$ cat src/rtl/totp_pkg.sv
package totp_pkg;

  localparam int KEY_WORDS = 6;
  localparam logic [3:0] CFG_KEY_LENGTH = 4'd6;
  localparam logic [3:0] CFG_WINDOW = 4'd7;
  localparam logic [63:0] STEP_SECONDS = 64'd30;
  localparam logic [31:0] CODE_MODULUS = 32'd1000000;
  // floor(2^40 / 1000000); the estimate it gives is low by at most one
  localparam logic [20:0] CODE_RECIP = 21'd1099511;
  localparam logic [7:0] IPAD = 8'h36;
  localparam logic [7:0] OPAD = 8'h5C;
  localparam logic [159:0] SHA1_IV =
    160'h67452301_EFCDAB89_98BADCFE_10325476_C3D2E1F0;

  function automatic logic [31:0] sha1_k(input logic [6:0] rnd);
    logic [31:0] k;
    begin
      if (rnd < 7'd20) k = 32'h5A827999;
      else if (rnd < 7'd40) k = 32'h6ED9EBA1;
      else if (rnd < 7'd60) k = 32'h8F1BBCDC;
      else k = 32'hCA62C1D6;
      return k;
    end
  endfunction

endpackage

$ cat src/rtl/totp_sha1_core.sv
module totp_sha1_core (
  input  logic         clk,
  input  logic         rst,
  input  logic         start,
  input  logic [159:0] h_in,
  input  logic [511:0] blk,
  output logic         done,
  output logic [159:0] h_out
);

  logic [511:0] w;
  logic [31:0]  a, b, c, d, e;
  logic [6:0]   rnd;
  logic         busy;
  logic [31:0]  f, wt, wn, tmp;

  assign wt = w[511:480];
  assign wn = {w[511-13*32 -: 32] ^ w[511-8*32 -: 32] ^ w[511-2*32 -: 32] ^ wt}
              << 1 | ((w[511-13*32 -: 32] ^ w[511-8*32 -: 32] ^ w[511-2*32 -: 32] ^ wt) >> 31);

  always_comb begin
    if (rnd < 7'd20) f = (b & c) | (~b & d);
    else if (rnd < 7'd40) f = b ^ c ^ d;
    else if (rnd < 7'd60) f = (b & c) | (b & d) | (c & d);
    else f = b ^ c ^ d;
    tmp = {a[26:0], a[31:27]} + f + e + totp_pkg::sha1_k(rnd) + wt;
  end

  always_ff @(posedge clk) begin
    if (rst) begin
      busy <= 1'b0;
      done <= 1'b0;
      rnd  <= '0;
    end else if (start) begin
      busy <= 1'b1;
      done <= 1'b0;
      rnd  <= '0;
      w    <= blk;
      {a, b, c, d, e} <= h_in;
      h_out <= h_in;
    end else if (busy) begin
      e <= d; d <= c; c <= {b[1:0], b[31:2]}; b <= a; a <= tmp;
      w <= {w[479:0], wn};
      if (rnd == 7'd79) begin
        busy <= 1'b0;
        done <= 1'b1;
      end else begin
        rnd <= rnd + 7'd1;
      end
    end else if (done) begin
      done <= 1'b0;
      h_out <= {h_out[159:128] + a, h_out[127:96] + b, h_out[95:64] + c,
                h_out[63:32] + d, h_out[31:0] + e};
    end
  end

endmodule

$ cat src/rtl/totp_code_verifier.sv
// TOTP verifier: RFC 6238 HMAC-SHA1, six digits, 30 second step. Each item
// takes seconds/30 (mod-15 digit fold, then an exact divide by 15 with
// shift-and-add on one adder), then for each offset from -window to +window
// runs four SHA-1 compressions of 80 rounds each on one shared round unit,
// followed by truncation, a reciprocal modulo-1000000 reduction (estimate,
// back-multiply and subtract, one correcting subtract) and a compare,
// stopping at the first match. A zero key length skips the hashing. The
// block takes no new item until the result has been transferred.
module totp_code_verifier #(
  parameter int MAX_KEY_BYTES = 48,
  parameter int MAX_WINDOW = 15
) (
  input  logic        clk,
  input  logic        rst,
  input  logic        in_valid,
  output logic        in_stall,
  input  logic [63:0] unix_seconds,
  input  logic [19:0] candidate_code,
  output logic        out_valid,
  input  logic        out_stall,
  output logic        code_matches,
  output logic signed [4:0] matched_offset,
  input  logic        cfg_valid,
  output logic        cfg_ready,
  input  logic [3:0]  cfg_index,
  input  logic [63:0] cfg_data
);

  typedef enum logic [3:0] {
    S_IDLE, S_DIV, S_PREP, S_HASH, S_HWAIT, S_TRUNC, S_MOD, S_CHECK, S_OUT
  } state_t;

  state_t state;
  logic [63:0] key_word [totp_pkg::KEY_WORDS];
  logic [5:0]  key_length;
  logic [3:0]  window;

  logic [63:0] quo, step;
  logic [2:0]  cnt;
  logic [19:0] cand;
  logic [5:0]  off;       // offset index 0..2w
  logic [4:0]  wv;
  logic [1:0]  phase;
  logic [159:0] hreg, ihash;
  logic [511:0] blk;
  logic [31:0] val;
  logic        sha_start, sha_done;
  logic [159:0] sha_out;
  logic [511:0] kpad;
  logic [5:0]  klen;
  logic [4:0]  wclamp;
  logic [7:0]  nib_sum;
  logic [4:0]  fold, fold_lo;
  logic [3:0]  mod15, res15;
  logic [63:0] add_a, add_b, add_sum;
  logic        add_c;
  logic [11:0] qdig;
  logic [31:0] mul_a;
  logic [20:0] mul_b;
  logic [52:0] mul_p;

  assign cfg_ready = 1'b1;
  assign in_stall = rst || (state != S_IDLE);

  always_comb begin
    klen = (key_length > 6'(MAX_KEY_BYTES)) ? 6'(MAX_KEY_BYTES) : key_length;
    wclamp = (5'(window) > 5'(MAX_WINDOW)) ? 5'(MAX_WINDOW) : 5'(window);
    kpad = '0;
    for (int i = 0; i < 48; i++) begin
      if (6'(i) < klen) kpad[511-8*i -: 8] = key_word[i/8][63-8*(i%8) -: 8];
    end
    // 16 = 1 mod 15, so the nibble sum keeps the residue
    nib_sum = '0;
    for (int i = 0; i < 16; i++) nib_sum = nib_sum + 8'(quo[4*i +: 4]);
    fold = 5'(nib_sum[7:4]) + 5'(nib_sum[3:0]);
    fold_lo = (fold >= 5'd15) ? fold - 5'd15 : fold;
    mod15 = (fold_lo == 5'd15) ? 4'd0 : fold_lo[3:0];
  end

  // shared adder: subtract the residue, multiply by 0x1111..1, negate;
  // the result is the exact quotient by 15 since -0x1111..1 inverts 15 mod 2^64
  always_comb begin
    case (cnt)
      3'd1: begin
        add_a = quo; add_b = ~{60'd0, res15}; add_c = 1'b1;
      end
      3'd2: begin
        add_a = quo; add_b = quo << 4; add_c = 1'b0;
      end
      3'd3: begin
        add_a = quo; add_b = quo << 8; add_c = 1'b0;
      end
      3'd4: begin
        add_a = quo; add_b = quo << 16; add_c = 1'b0;
      end
      3'd5: begin
        add_a = quo; add_b = quo << 32; add_c = 1'b0;
      end
      3'd6: begin
        add_a = '0; add_b = ~quo; add_c = 1'b1;
      end
      default: begin
        add_a = quo; add_b = '0; add_c = 1'b0;
      end
    endcase
    add_sum = add_a + add_b + 64'(add_c);
  end

  // shared multiplier: quotient estimate, then back-multiply by the modulus
  always_comb begin
    case (cnt)
      3'd0: begin
        mul_a = val; mul_b = totp_pkg::CODE_RECIP;
      end
      default: begin
        mul_a = {20'd0, qdig}; mul_b = 21'(totp_pkg::CODE_MODULUS);
      end
    endcase
    mul_p = {21'd0, mul_a} * {32'd0, mul_b};
  end

  always_comb begin
    case (phase)
      2'd0: blk = kpad ^ {64{totp_pkg::IPAD}};
      2'd1: blk = {step, 8'h80, 376'd0, 64'd576};
      2'd2: blk = kpad ^ {64{totp_pkg::OPAD}};
      default: blk = {ihash, 8'h80, 280'd0, 64'd672};
    endcase
  end

  totp_sha1_core u_sha (
    .clk(clk), .rst(rst), .start(sha_start),
    .h_in((phase == 2'd0 || phase == 2'd2) ? totp_pkg::SHA1_IV : hreg),
    .blk(blk), .done(sha_done), .h_out(sha_out)
  );

  always_ff @(posedge clk) begin
    sha_start <= !rst && (state == S_HASH || (state == S_PREP && klen != 6'd0));
    if (rst) begin
      state <= S_IDLE;
      out_valid <= 1'b0;
      for (int i = 0; i < totp_pkg::KEY_WORDS; i++) key_word[i] <= '0;
      key_length <= '0;
      window <= 4'd1;
    end else begin
      if (cfg_valid && cfg_ready) begin
        if (cfg_index < totp_pkg::CFG_KEY_LENGTH) key_word[cfg_index[2:0]] <= cfg_data;
        else if (cfg_index == totp_pkg::CFG_KEY_LENGTH) key_length <= cfg_data[5:0];
        else if (cfg_index == totp_pkg::CFG_WINDOW) window <= cfg_data[3:0];
      end
      case (state)
        S_IDLE: if (in_valid) begin
          // seconds/30 = (seconds/2)/15
          quo <= {1'b0, unix_seconds[63:1]}; cnt <= '0;
          cand <= candidate_code; wv <= wclamp;
          code_matches <= 1'b0; matched_offset <= '0;
          state <= S_DIV;
        end
        S_DIV: begin
          if (cnt == 3'd0) res15 <= mod15;
          else quo <= add_sum;
          cnt <= cnt + 3'd1;
          if (cnt == 3'd6) state <= S_PREP;
        end
        S_PREP: begin
          if (klen == 6'd0) state <= S_OUT;
          else begin
            step <= quo - 64'(wv); off <= '0; phase <= 2'd0;
            state <= S_HWAIT;
          end
        end
        S_HASH: begin
          state <= S_HWAIT;
        end
        S_HWAIT: if (sha_done) state <= S_TRUNC;
        S_TRUNC: begin
          // sha_out is final in the cycle after done
          hreg <= sha_out;
          if (phase == 2'd1) ihash <= sha_out;
          if (phase == 2'd3) begin
            val <= {1'b0, sha_out[158-8*sha_out[3:0] -: 31]};
            cnt <= '0; state <= S_MOD;
          end else begin
            phase <= phase + 2'd1; state <= S_HASH;
          end
        end
        S_MOD: begin
          case (cnt)
            3'd0: qdig <= mul_p[51:40];
            3'd1: val <= val - mul_p[31:0];
            default: begin
              if (val >= totp_pkg::CODE_MODULUS) val <= val - totp_pkg::CODE_MODULUS;
            end
          endcase
          cnt <= cnt + 3'd1;
          if (cnt == 3'd2) state <= S_CHECK;
        end
        S_CHECK: begin
          if (val == 32'(cand)) begin
            code_matches <= 1'b1;
            matched_offset <= 5'(off) - wv;
            state <= S_OUT;
          end else if (off == {wv, 1'b0}) begin
            state <= S_OUT;
          end else begin
            off <= off + 6'd1; step <= step + 64'd1;
            phase <= 2'd0; state <= S_HASH;
          end
        end
        S_OUT: begin
          if (out_valid && !out_stall) begin
            out_valid <= 1'b0; state <= S_IDLE;
          end else begin
            out_valid <= 1'b1;
          end
        end
        default: state <= S_IDLE;
      endcase
    end
  end

  a_stall_busy: assert property (@(posedge clk) disable iff (rst)
    out_valid |-> in_stall) else $error("input taken while result pending");
  a_nomatch_zero: assert property (@(posedge clk) disable iff (rst)
    (out_valid && !code_matches) |-> matched_offset == 5'd0)
    else $error("offset set without match");
  a_hold: assert property (@(posedge clk) disable iff (rst)
    (out_valid && out_stall) |=> out_valid) else $error("result dropped");

endmodule
$ cat config.mk
export PLATFORM = sky130hd
export DESIGN_NAME = totp_code_verifier
export DESIGN_NICKNAME = d
export VERILOG_FILES = /design/src/rtl/totp_pkg.sv /design/src/rtl/totp_sha1_core.sv /design/src/rtl/totp_code_verifier.sv
export SDC_FILE = /design/constraint.sdc
export NUM_CORES = 2
export LEC_CHECK = 0
export BUFFER_PORTS_ARGS = -buffer_cell sky130_fd_sc_hd__buf_2
export CORE_UTILIZATION = 40
export DETAILED_ROUTE_END_ITERATION = 10
export GPL_ROUTABILITY_DRIVEN = 0
export PLACE_DENSITY = 0.65
export SLEW_MARGIN = 20
export SYNTH_ARGS = -nofsm -noshare
export SYNTH_HDL_FRONTEND = slang
export SYNTH_SLANG_ARGS = --single-unit
export TNS_END_PERCENT = 20
$ cat constraint.sdc
create_clock -name clk -period 43.6 [get_ports clk]
set_input_delay 0 -clock clk [delete_from_list [all_inputs] [get_ports clk]]
set_output_delay 0 -clock clk [all_outputs]
set_load 0.1 [all_outputs]
==> flow_metrics.py <==
metrics = {
    "status": {
        "status": "complete, no violations",
    },
    "logic_synthesis": {
        "synth_top_family_by_area": "adder cells",
        "synth_top_area_share_pct": 45.3,
        "yosys_warnings": 0,
        "synth-xor-area-share_pct": 4.41,
        "yosys.cell_types.count": 95,
        "async_reset_ff_share_pct": 0,
        "muxShareOfSynthArea_pct": 4.49,
        "ys.flop_type": "edfxtp_1",
        "avgSynthCellArea_um2": 10.8,
        "syn_inst": 10800,
        "synth_area_mm2": 0.116,
        "synth-compound-area-share_pct": 14.7,
        "ys_top_cells_by_area": "edfxtp_1 (45%), fa_1 (9.3%), ha_1 (6.4%)",
        "synth_area_leader_cell": "edfxtp_1",
        "synth-simple-area-share_pct": 9.94,
        "ys_ff_latch": 1778,
        "synth_fa_ha_area_share_pct": 15.7,
        "synth-edff-count": 1753,
        "synth_seq_area_share_pct": 45.7,
    },
    "setup_path": {
        "end_kind": "flop",
        "crit_slowest_cell": "clkinv_1",
        "cp.required_ns": 44.14,
        "critPathMaxFanout": 69,
        "critPathLaunchType": "flop",
        "reg2reg_depth": 37,
        "worst_ep_arrival_time_ns": 11.51,
        "path_class": "reg2reg",
        "slowest_delay_ns": 1.03,
    },
    "floorplan": {
        "pin_count": 166,
        "initial_utilization_pct": 40.3,
        "die_y_um": 541,
        "dieArea_mm2": 0.293,
        "core_area_mm2": 0.288,
        "die_w_um": 541,
        "rows": 197,
    },
    "timing": {
        "rsz0062_at_grt": "false",
        "period_share_pct": 25.2,
        "clock_skew_ns": 0.119,
        "fmaxAchievable_mhz": 91.2,
        "tns_ns": 0,
        "tightestPinTransition_ns": 1.21,
        "period_needed_ns": 10.97,
        "hold_viol": 0,
        "drv_slew": 0,
        "slew_headroom_pct": 19.2,
        "finalSetupViolations": 0,
    },
    "global_routing": {
        "grt_pass1_vias": 87400,
        "busiest_layer": "met2",
        "met1_usage_pct": 33.6,
        "gr-total-overflow": 0,
        "grt_max_degree": 164,
        "grt_use_met3_pct": 6.43,
        "antenna_found_initial": 44,
        "track_usage_pct": 25.9,
        "use_met2_pct": 39.8,
        "grt_pass1_wl_um": 568000,
    },
    "layout": {
        "final_common_cell": "edfxtp_1",
        "final_net_count": 12300,
        "fillers": 26300,
        "seq_area_mm2": 0.0531,
        "drive_gt1_share_pct": 7.58,
        "multi_input_area_mm2": 0.0577,
        "fin_util_pct": 45.1,
        "final_cell_mix": "edfxtp_1 (1,753), nand2_1 (1,040), inv_1 (972), o21ai_0 (838), nor2_1 (708)",
        "area_growth_syn_to_layout_pct": 12.0,
    },
    "routing": {
        "route.detailed.drc": 0,
        "dr.first_iter.drc_count": 10900,
        "routedWlPerCell_um": 25.9,
        "vias": 89300,
        "firstDrtPassIters": 10,
        "final_antenna_net_count": 0,
        "routed_wl_um": 389000,
        "detail_route.vias_per_cell": 5.96,
    },
    "cts": {
        "worstSkewPairLatency_ns": 0.92,
        "cts_sinks": 1778,
        "root_buffer": "clkbuf_16",
        "cts_buffer_depth": 4,
        "cts_made_buffers": 196,
        "postCtsSetupBuffers": 0,
        "cts_tree": "built",
        "clk_pin_slew_ns": 0.06,
        "htreeDepth": 4,
    },
    "placement": {
        "dp.final_hpwl_um": 278000,
        "portBuffers": 163,
    },
    "hold_path": {
        "worstHoldPathCells": 4,
        "hold_path_class": "in2reg",
    },
    "run": {
        "max_cap_violations": 0,
    },
}
[synth_stat cells (all sizes together) (48+ instances only)]
cell and number:
a211oi 58, a21o 231, a21oi 691, a221o 53
a221oi 58, a31oi 60, a32o 56, and2 163
and3 88, buf 81, clkbuf 483, edfxtp 1753
fa 542, ha 592, inv 977, mux2 109
mux2i 309, nand2 1042, nand2b 76, nand3 106
nand4 48, nor2 718, nor2b 76, nor3 104
o211ai 68, o21a 56, o21ai 851, o2bb2ai 115
xnor2 368, xor2 217
[worst paths after layout]
check / start / slack [ns] / to
worst max-delay path: cnt[2] / 32.63 / val[30]
worst min-delay path: unix_seconds[60] / 0.02 / quo[59]
worst max register to register: cnt[2] / 32.63 / val[30]
worst min register to register: window[2] / 0.44 / wv[2]
[worst max-delay path: cells and delay by family, from the launching register on]
family,cells,cell delay (ns)
AND/OR/NAND/NOR,6,1.30
flip-flops,1,0.32
adder cells (fa/ha/maj),8,3.83
AO/OA/AOI/OAI,13,2.61
buffers and inverters,9,2.38
XOR/XNOR,1,0.09
[sequential cells by signal, indices dropped and copies added, names as in the netlist, 12 cells and up]
name and cells:
u_sha.a 32, step 64, u_sha.d 32, u_sha.h_out 160, hreg 160, u_sha.b 32
u_sha.e 32, quo 64, u_sha.w 512, key_word 384, cand 20, ihash 160
qdig 12, val 32, u_sha.c 32
[metrics by stage]
step           cell area [um2]  hold WS (ns)  worst slack [ns]  std cells
2_1_floorplan           116000        0.0989              8.76      10800
3_3_place_gp            121000         0.179             32.94      14300
3_5_place_dp            121000         0.179             32.84      14300
4_1_cts                 130000       0.00164             32.77      15000
5_1_grt                 130000        0.0363             31.92      15000
6_report                130000        0.0220             32.63      15000
[routing by layer]
| metal | share of wire [%] | up-vias |
|---|---|---|
| met2 | 44 | 4984 |
| li1 | - | 39000 |
| met5 | 0.050 | - |
| met3 | 11 | 1065 |
| met1 | 38 | 44300 |
| met4 | 6.3 | 26 |
[logic make-up (layout without fill, tap and decap cells)]
group | after synthesis | in the layout
AOI/OAI and AO/OA | 2685 | 2685
and+or+nand+nor | 2567 | 2567
DFF | 1778 | 1778
buffers and inverters | 1546 | 1912
adders and majority gates | 1136 | 1136
xor gates and xnor gates | 585 | 585
muxes | 458 | 458
other | 2 | 84
[final cells by class]
type	count	share of cell area, %
clock inverters	115	0.776
flip-flops and latches	1778	40.8
diodes	22	0.0423
multi-input cells	7493	44.3
clock buffers	230	3.90
repair buffers	585	3.67
well taps	3781	3.63
inverters	982	2.84
[repair_timing]
| item | 4_1_cts | 5_1_grt |
|---|---|---|
| hold endpoints to repair | 556 | 9 |
| resized for setup | 0 | 0 |
| hold buffers | 277 | 3 |
Power is left out: the tool's default activity adds up to more than one toggle a clock period on the data nets, which glitch-free logic cannot reach.
